===== config.mk =====
export PLATFORM = sky130hd
export DESIGN_NAME = nca_counts
export DESIGN_NICKNAME = d
export VERILOG_FILES = /design/src/hdl/nca_pkg.sv /design/src/hdl/nca_counts.sv
export SDC_FILE = /design/constraint.sdc
export NUM_CORES = 2
export LEC_CHECK = 0
export ABC_AREA = 1
export BUFFER_PORTS_ARGS = -buffer_cell sky130_fd_sc_hd__buf_2
export CAP_MARGIN = 5
export CORE_UTILIZATION = 50
export CTS_BUF_LIST = sky130_fd_sc_hd__clkbuf_8
export CTS_CLUSTER_DIAMETER = 120
export CTS_CLUSTER_SIZE = 40
export DETAILED_ROUTE_END_ITERATION = 12
export GPL_TIMING_DRIVEN = 0
export PLACE_DENSITY = 0.65
export SETUP_SLACK_MARGIN = 0.3
export SYNTH_ARGS = -nofsm -noshare
export SYNTH_HDL_FRONTEND = slang
export SYNTH_SLANG_ARGS = --single-unit

===== constraint.sdc =====
create_clock -name clk -period 5.45 [get_ports clk]
set_clock_uncertainty 0.15 [all_clocks]
set_input_delay 1.09 -clock clk [delete_from_list [all_inputs] [get_ports clk]]
set_output_delay 1.09 -clock clk [all_outputs]
set_load 0.02 [all_outputs]

===== src/hdl/nca_pkg.sv =====
// nca_pkg: shared widths, codes and control structs for the nearest-centroid block
// used by nca_dist_unit, nca_counts and nearest_centroid_assign_core
package nca_pkg;

    localparam int VAL_W   = 16;
    localparam int DIST_W  = 39;
    localparam int COUNT_W = 32;
    localparam int NUM_W   = 7;
    localparam int LIST_FW = 6;
    localparam int ELEM_FW = 7;

    localparam int S_TDATA_W = 32;
    localparam int S_TUSER_W = 2;
    localparam int M_TDATA_W = 112;

    localparam logic [DIST_W-1:0]  DIST_MAX  = {DIST_W{1'b1}};
    localparam logic [COUNT_W-1:0] COUNT_MAX = {COUNT_W{1'b1}};

    localparam logic ACTION_LOAD  = 1'b0;
    localparam logic ACTION_QUERY = 1'b1;

    typedef struct packed {
        logic valid;
        logic accum;
        logic compare;
        logic clear;
        logic first;
    } issue_ctl_t;

    typedef struct packed {
        logic clear;
        logic bump;
    } cnt_req_t;

endpackage


===== src/hdl/nca_counts.sv =====
// nca_counts: per-list assignment count memory and saturating total counter
// read-modify-write: read into cnt_rd_reg, written back from the s1 stage; uses nca_pkg
module nca_counts #(
    parameter int MAX_LISTS = 64,
    parameter int LIST_W    = 6
) (
    input  logic                         clk,
    input  logic                         rst_n,
    input  nca_pkg::cnt_req_t            req,
    input  logic [LIST_W-1:0]            idx,
    output logic                         done,
    output logic [nca_pkg::COUNT_W-1:0]  list_count,
    output logic [nca_pkg::COUNT_W-1:0]  total
);
    import nca_pkg::*;

    logic [COUNT_W-1:0] cnt_mem [MAX_LISTS];
    logic [COUNT_W-1:0] cnt_rd_reg;
    logic [LIST_W-1:0]  s1_idx_reg;
    logic               s1_valid_reg;
    logic [COUNT_W-1:0] total_reg;
    logic [COUNT_W-1:0] cnt_next;
    logic [COUNT_W-1:0] total_next;

    assign cnt_next   = (cnt_rd_reg == COUNT_MAX) ? cnt_rd_reg : cnt_rd_reg + 1'b1;
    assign total_next = (total_reg == COUNT_MAX) ? total_reg : total_reg + 1'b1;

    always_ff @(posedge clk)
    begin
        if (req.bump)
        begin
            cnt_rd_reg <= cnt_mem[idx];
        end
        if (req.clear)
        begin
            cnt_mem[idx] <= '0;
        end
        else if (s1_valid_reg)
        begin
            cnt_mem[s1_idx_reg] <= cnt_next;
        end
        s1_idx_reg <= idx;
    end

    always_ff @(posedge clk or negedge rst_n)
    begin
        if (!rst_n)
        begin
            s1_valid_reg <= 1'b0;
            total_reg    <= '0;
        end
        else
        begin
            s1_valid_reg <= req.bump;
            if (s1_valid_reg)
            begin
                total_reg <= total_next;
            end
        end
    end

    assign done       = s1_valid_reg;
    assign list_count = cnt_next;
    assign total      = total_next;

endmodule


# [After elaboration in Yosys (flattened, before gate mapping)]
# Memory sizes are Yosys's and may differ from the RTL's. A register that Yosys moved wholly into a read port is not among the register bits.
# Index checks and enable logic that the tools add are counted.
[word_totals] mem_bits_rw=2048 elab_cells=19 mem_count=1 output_inout_bits=65 register_bits=39 in_bits=10
[classes] addsub=2 eq_ne=2 n_reduce_logical=1 muxes=10
[mem_list] memory="cnt_mem" depth=64 width=32 rd=1 rd_ports_with_merged_regs=1 wr=1 line_no="nca_counts.sv:17" text="logic [COUNT_W-1:0] cnt_mem [MAX_LISTS];"
[op_table] cell="$mux 32" n=3
[op_table] cell="$add 32x1->32 const B" n=2
[op_table] cell="$eq 32x32->1 const B" n=2
[op_table] cell="$reduce_or 32->1" n=1
[op_table] cell="$mux 1" n=6
[op_table] cell="$mux 6" n=1

# [Logic depth before layout (Yosys ltp)]
[logic_depth] word_depth=5 ltp_mapped=13 ltp_nobuf=11

# [Least setup slack after synthesis]
# No wires, ideal clock.
[synth_path] path_type="input-to-reg" startpoint="in req[1] (netlist bit)" endpoint="mem cnt_mem[48][0] (enable)" path_slack_ps=-205 t_required_ps=4798 n_path_buf=1 setup_ps=502 stages=6 arrival_ps=5003 cell_sequence="inv_1 nand2_2 buf_4 o21ai_2 inv_2 nor4_1"
[synth_between] elab_chain_cells=4 elab_cells_between_ends=7 classes_between="mux: 6; reduce/logical: 1"
[synth_rtl] element="start: declaration" line_no="nca_counts.sv:9" text="input nca_pkg::cnt_req_t req,"
[synth_rtl] element="$mux 1" line_no="nca_counts.sv:34" text="if (req.clear)"
[synth_rtl] element="$mux 1 (implied by the code)" line_no="nca_counts.sv:40" text="cnt_mem[s1_idx_reg] <= cnt_next;"
[synth_rtl] element="$reduce_or 32->1 (no line)"
[synth_rtl] element="$mux 6 (no line) / $mux 1 (equally long branches)"
[synth_rtl] element="end: declaration" line_no="nca_counts.sv:17"
# Several ways; a longest one is shown, not always the timed one.

# [Worst setup path in the final report]
[layout_path] startpoint="reg cnt_rd_reg[0], read port of cnt_mem" endpoint="out list_count[10] (netlist bit)"
[layout_between] elab_chain_cells=2 elab_cells_between_ends=3 classes_between="add/sub: 1; eq/ne: 1; mux: 1"
[layout_rtl] element="start: declaration" line_no="nca_counts.sv:18" text="logic [COUNT_W-1:0] cnt_rd_reg;"
[layout_rtl] element="$add 32x1->32 / $eq 32x32->1 (equally long branches)" line_no="nca_counts.sv:25" text="assign cnt_next = (cnt_rd_reg == COUNT_MAX) ? cnt_rd_reg : cnt_rd_reg + 1'b1;"
[layout_rtl] element="$mux 32 *" line_no="nca_counts.sv:25"
[layout_rtl] element="end: declaration" line_no="nca_counts.sv:12" text="output logic [nca_pkg::COUNT_W-1:0] list_count,"
# Every way passes the cells marked *; elsewhere a longest branch is shown, timed or not.

==> metrics.cfg <==
[pwr]
peakVddDrop_mv=0.303
p_leak_nw=34.2
power_density_mw_per_mm2=285

[grt]
grt.total_usage=0.379
antenna_found_initial=18
gr-usage-met3=0.117
grt_pass1_vias=57935
grt_overflow_total=0
grt_first_pass_wirelength_um=456000
grt_use_met2=0.555
grt_max_degree=65
use_met1=0.496
top_usage_layer=met2

[drt]
drc_errors=0
num_vias=64328
drtIter0Drc=10934
first_pass_iters=8
wirelength_um=336000
post_drt_wl_per_cell_um=33.1
via_per_inst=6.33
drtAntennaViolNets=0

[sta]
maxSlewViolCount=0
fin_crit_sh=0.891
layout_min_cycle_time_ns=4.86
setup_viol=0
worstMarginPinSlew_ns=1.48
setup_tns_ns=0
rsz0062_at_grt=false
hold_slack_ns=0.0175
slew_headroom=0.0152
hold_viol_final=0
max_freq_mhz=206

[synth]
yosysWarningCount=0
syn_avg_cell_area_um2=11.6
yosysUniqueCellTypes=32
postSynthCellCount=7477
synth_seq_cells=2119
ys_seq_area_frac=0.730
syn-num-nets=7489
syn_area_mm2=0.0869

[setup_path]
crit_fanout=10
cp-start-kind=flip-flop
worstSetupPathType=flip-flop to primary output
cp-end-kind=primary output
critPathArrivalTime_ns=3.62
required_ns=4.21

[clock_tree]
clock_insertion_delay_worst_skew_ns=1.06
post_cts_buffers=0
numCtsBuffers=61
cts.path.max_buffers=3
clockRootBuffer=clkbuf_8
clkTransAtPathRegs_ns=0.25
cts_tree=built
h-tree-depth=2
postCtsHoldBufs=0
cts_sinks=2119
cts_resized=0

[cells_and_area]
synthToLayoutAreaGrowth_pct=9.33
nNetsFinal=7805
layout_commonest_cell=nand2_1
instances_no_fill=10158
finalInstanceArea_mm2=0.0950
largest_reg_flops=2048
drive_above_1_share=0.101
fin_util=0.552
layout_common_cells=nand2_1, edfxtp_1, nand3_1

[place]
portBuffers=74
place_area_mm2=0.0938
hpwl_um=237000
place_congestion=1.06
dp_cells=10039

[floorplanning]
design.core.area_mm2=0.172
fp.dieW_um=419
dieArea_mm2=0.175
die_h_um=419
start_util=0.505
rows=152
num_io_pins=75

[worst_hold_path]
hold_path_class=input pin to asynchronous set/reset pin

[flow_run]
drv_cap=0

[outcome]
status=completed

-- area by class of cell --
| class | count | area (µm²) |
|---|---|---|
| flip-flops and latches | 2119 | 63400 |
| clock buffers | 61 | 840 |
| diodes | 27 | 67.6 |
| repair buffers | 253 | 3400 |
| inverters | 103 | 424 |
| plain buffers | 463 | 2280 |
| well taps | 2310 | 2890 |
| fillers | 14316 | 77100 |
| multi-input cells | 4792 | 21400 |
| clock inverters | 30 | 262 |
-- synthesized netlist by cell type --
master / instances / share of area
a21oi_1: 10 / 0.00058
a31oi_1: 1 / 0.000072
and2_1: 3 / 0.00022
buf_1: 51 / 0.0022
buf_2: 296 / 0.017
buf_4: 22 / 0.0019
buf_6: 11 / 0.0014
clkbuf_1: 83 / 0.0036
dfrtp_1: 33 / 0.0095
dfxtp_1: 6 / 0.0014
edfxtp_1: 2080 / 0.72
ha_1: 2 / 0.00029
inv_1: 96 / 0.0041
inv_2: 6 / 0.00026
inv_4: 1 / 0.000072
nand2_1: 2591 / 0.11
nand2_2: 3 / 0.00022
nand3_1: 1928 / 0.11
nand3_2: 16 / 0.0018
nand3b_1: 14 / 0.0012
nand4_1: 11 / 0.00079
nor2_1: 126 / 0.0054
nor2_2: 2 / 0.00014
nor3_1: 29 / 0.0017
nor3_2: 2 / 0.00023
nor4_1: 8 / 0.00058
o21ai_0: 18 / 0.0010
o21ai_1: 8 / 0.00046
o21ai_2: 3 / 0.00030
or2_2: 2 / 0.00014
xnor2_1: 2 / 0.00020
xor2_1: 13 / 0.0013
-- logic make-up after synthesis --
group | share of synthesized area
buffers and inverters | 0.0306
AO/OA/AOI/OAI | 0.00245
XOR/XNOR | 0.00151
flip-flops | 0.730
AND/OR/NAND/NOR | 0.235
adder cells (fa/ha/maj) | 0.000288
-- worst paths after layout --
| check | cells past startpoint | slack (ns) | to | from |
|---|---|---|---|---|
| hold reg to reg | 2 | 0.39 | total_reg[31]$_DFFE_PN0P_ | total_reg[31]$_DFFE_PN0P_ |
| min in group clk | 1 | 0.06 | s1_idx_reg[5]$_DFF_P_ | idx[5] |
| max in group asynchronous | 1 | 4.56 | total_reg[26]$_DFFE_PN0P_ | rst_n |
| hold / removal | 1 | 0.02 | total_reg[15]$_DFFE_PN0P_ | rst_n |
| setup / recovery | 9 | 0.59 | list_count[10] | cnt_rd_reg[0]$_DFFE_PP_ |
| setup reg to reg | 8 | 0.97 | cnt_mem[15][9]$_DFFE_PP_ | done$_DFF_PN0_ |
-- per-stage QoR --
step	setup WS [ns]	total power, W
final	0.595	0.0271
after global routing	0.486	0.0275
after CTS	0.625	0.0268
after detailed placement	0.366	0.0214
after global placement	-6.96	0.0213
after floorplan	-0.205	0.0199
-- per-layer routing --
metal	routed length (µm)	vias to the layer above
li1	-	26812
met1	119000	31506
met2	145000	5010
met3	48500	990
met4	24400	10
met5	83	-
-- worst max-delay path, stage by stage (launching register included) --
cell	delay [ns]
edfxtp_1	0.60
ha_1	0.36
nand3_2	0.16
inv_1	0.10
nand2_1	0.15
nor2_2	0.09
nand2_2	0.21
buf_2	0.47
nand3_1	0.18
buf_2	0.21
-- power breakdown --
| group | switching, W | internal (W) |
|---|---|---|
| clock | 0.00477 | 0.00114 |
| combinational | 0.00238 | 0.000666 |
| sequential | 0.0000784 | 0.0181 |
| total | 0.00723 | 0.0199 |
No activity file was read; power rests on OpenSTA's default activity.
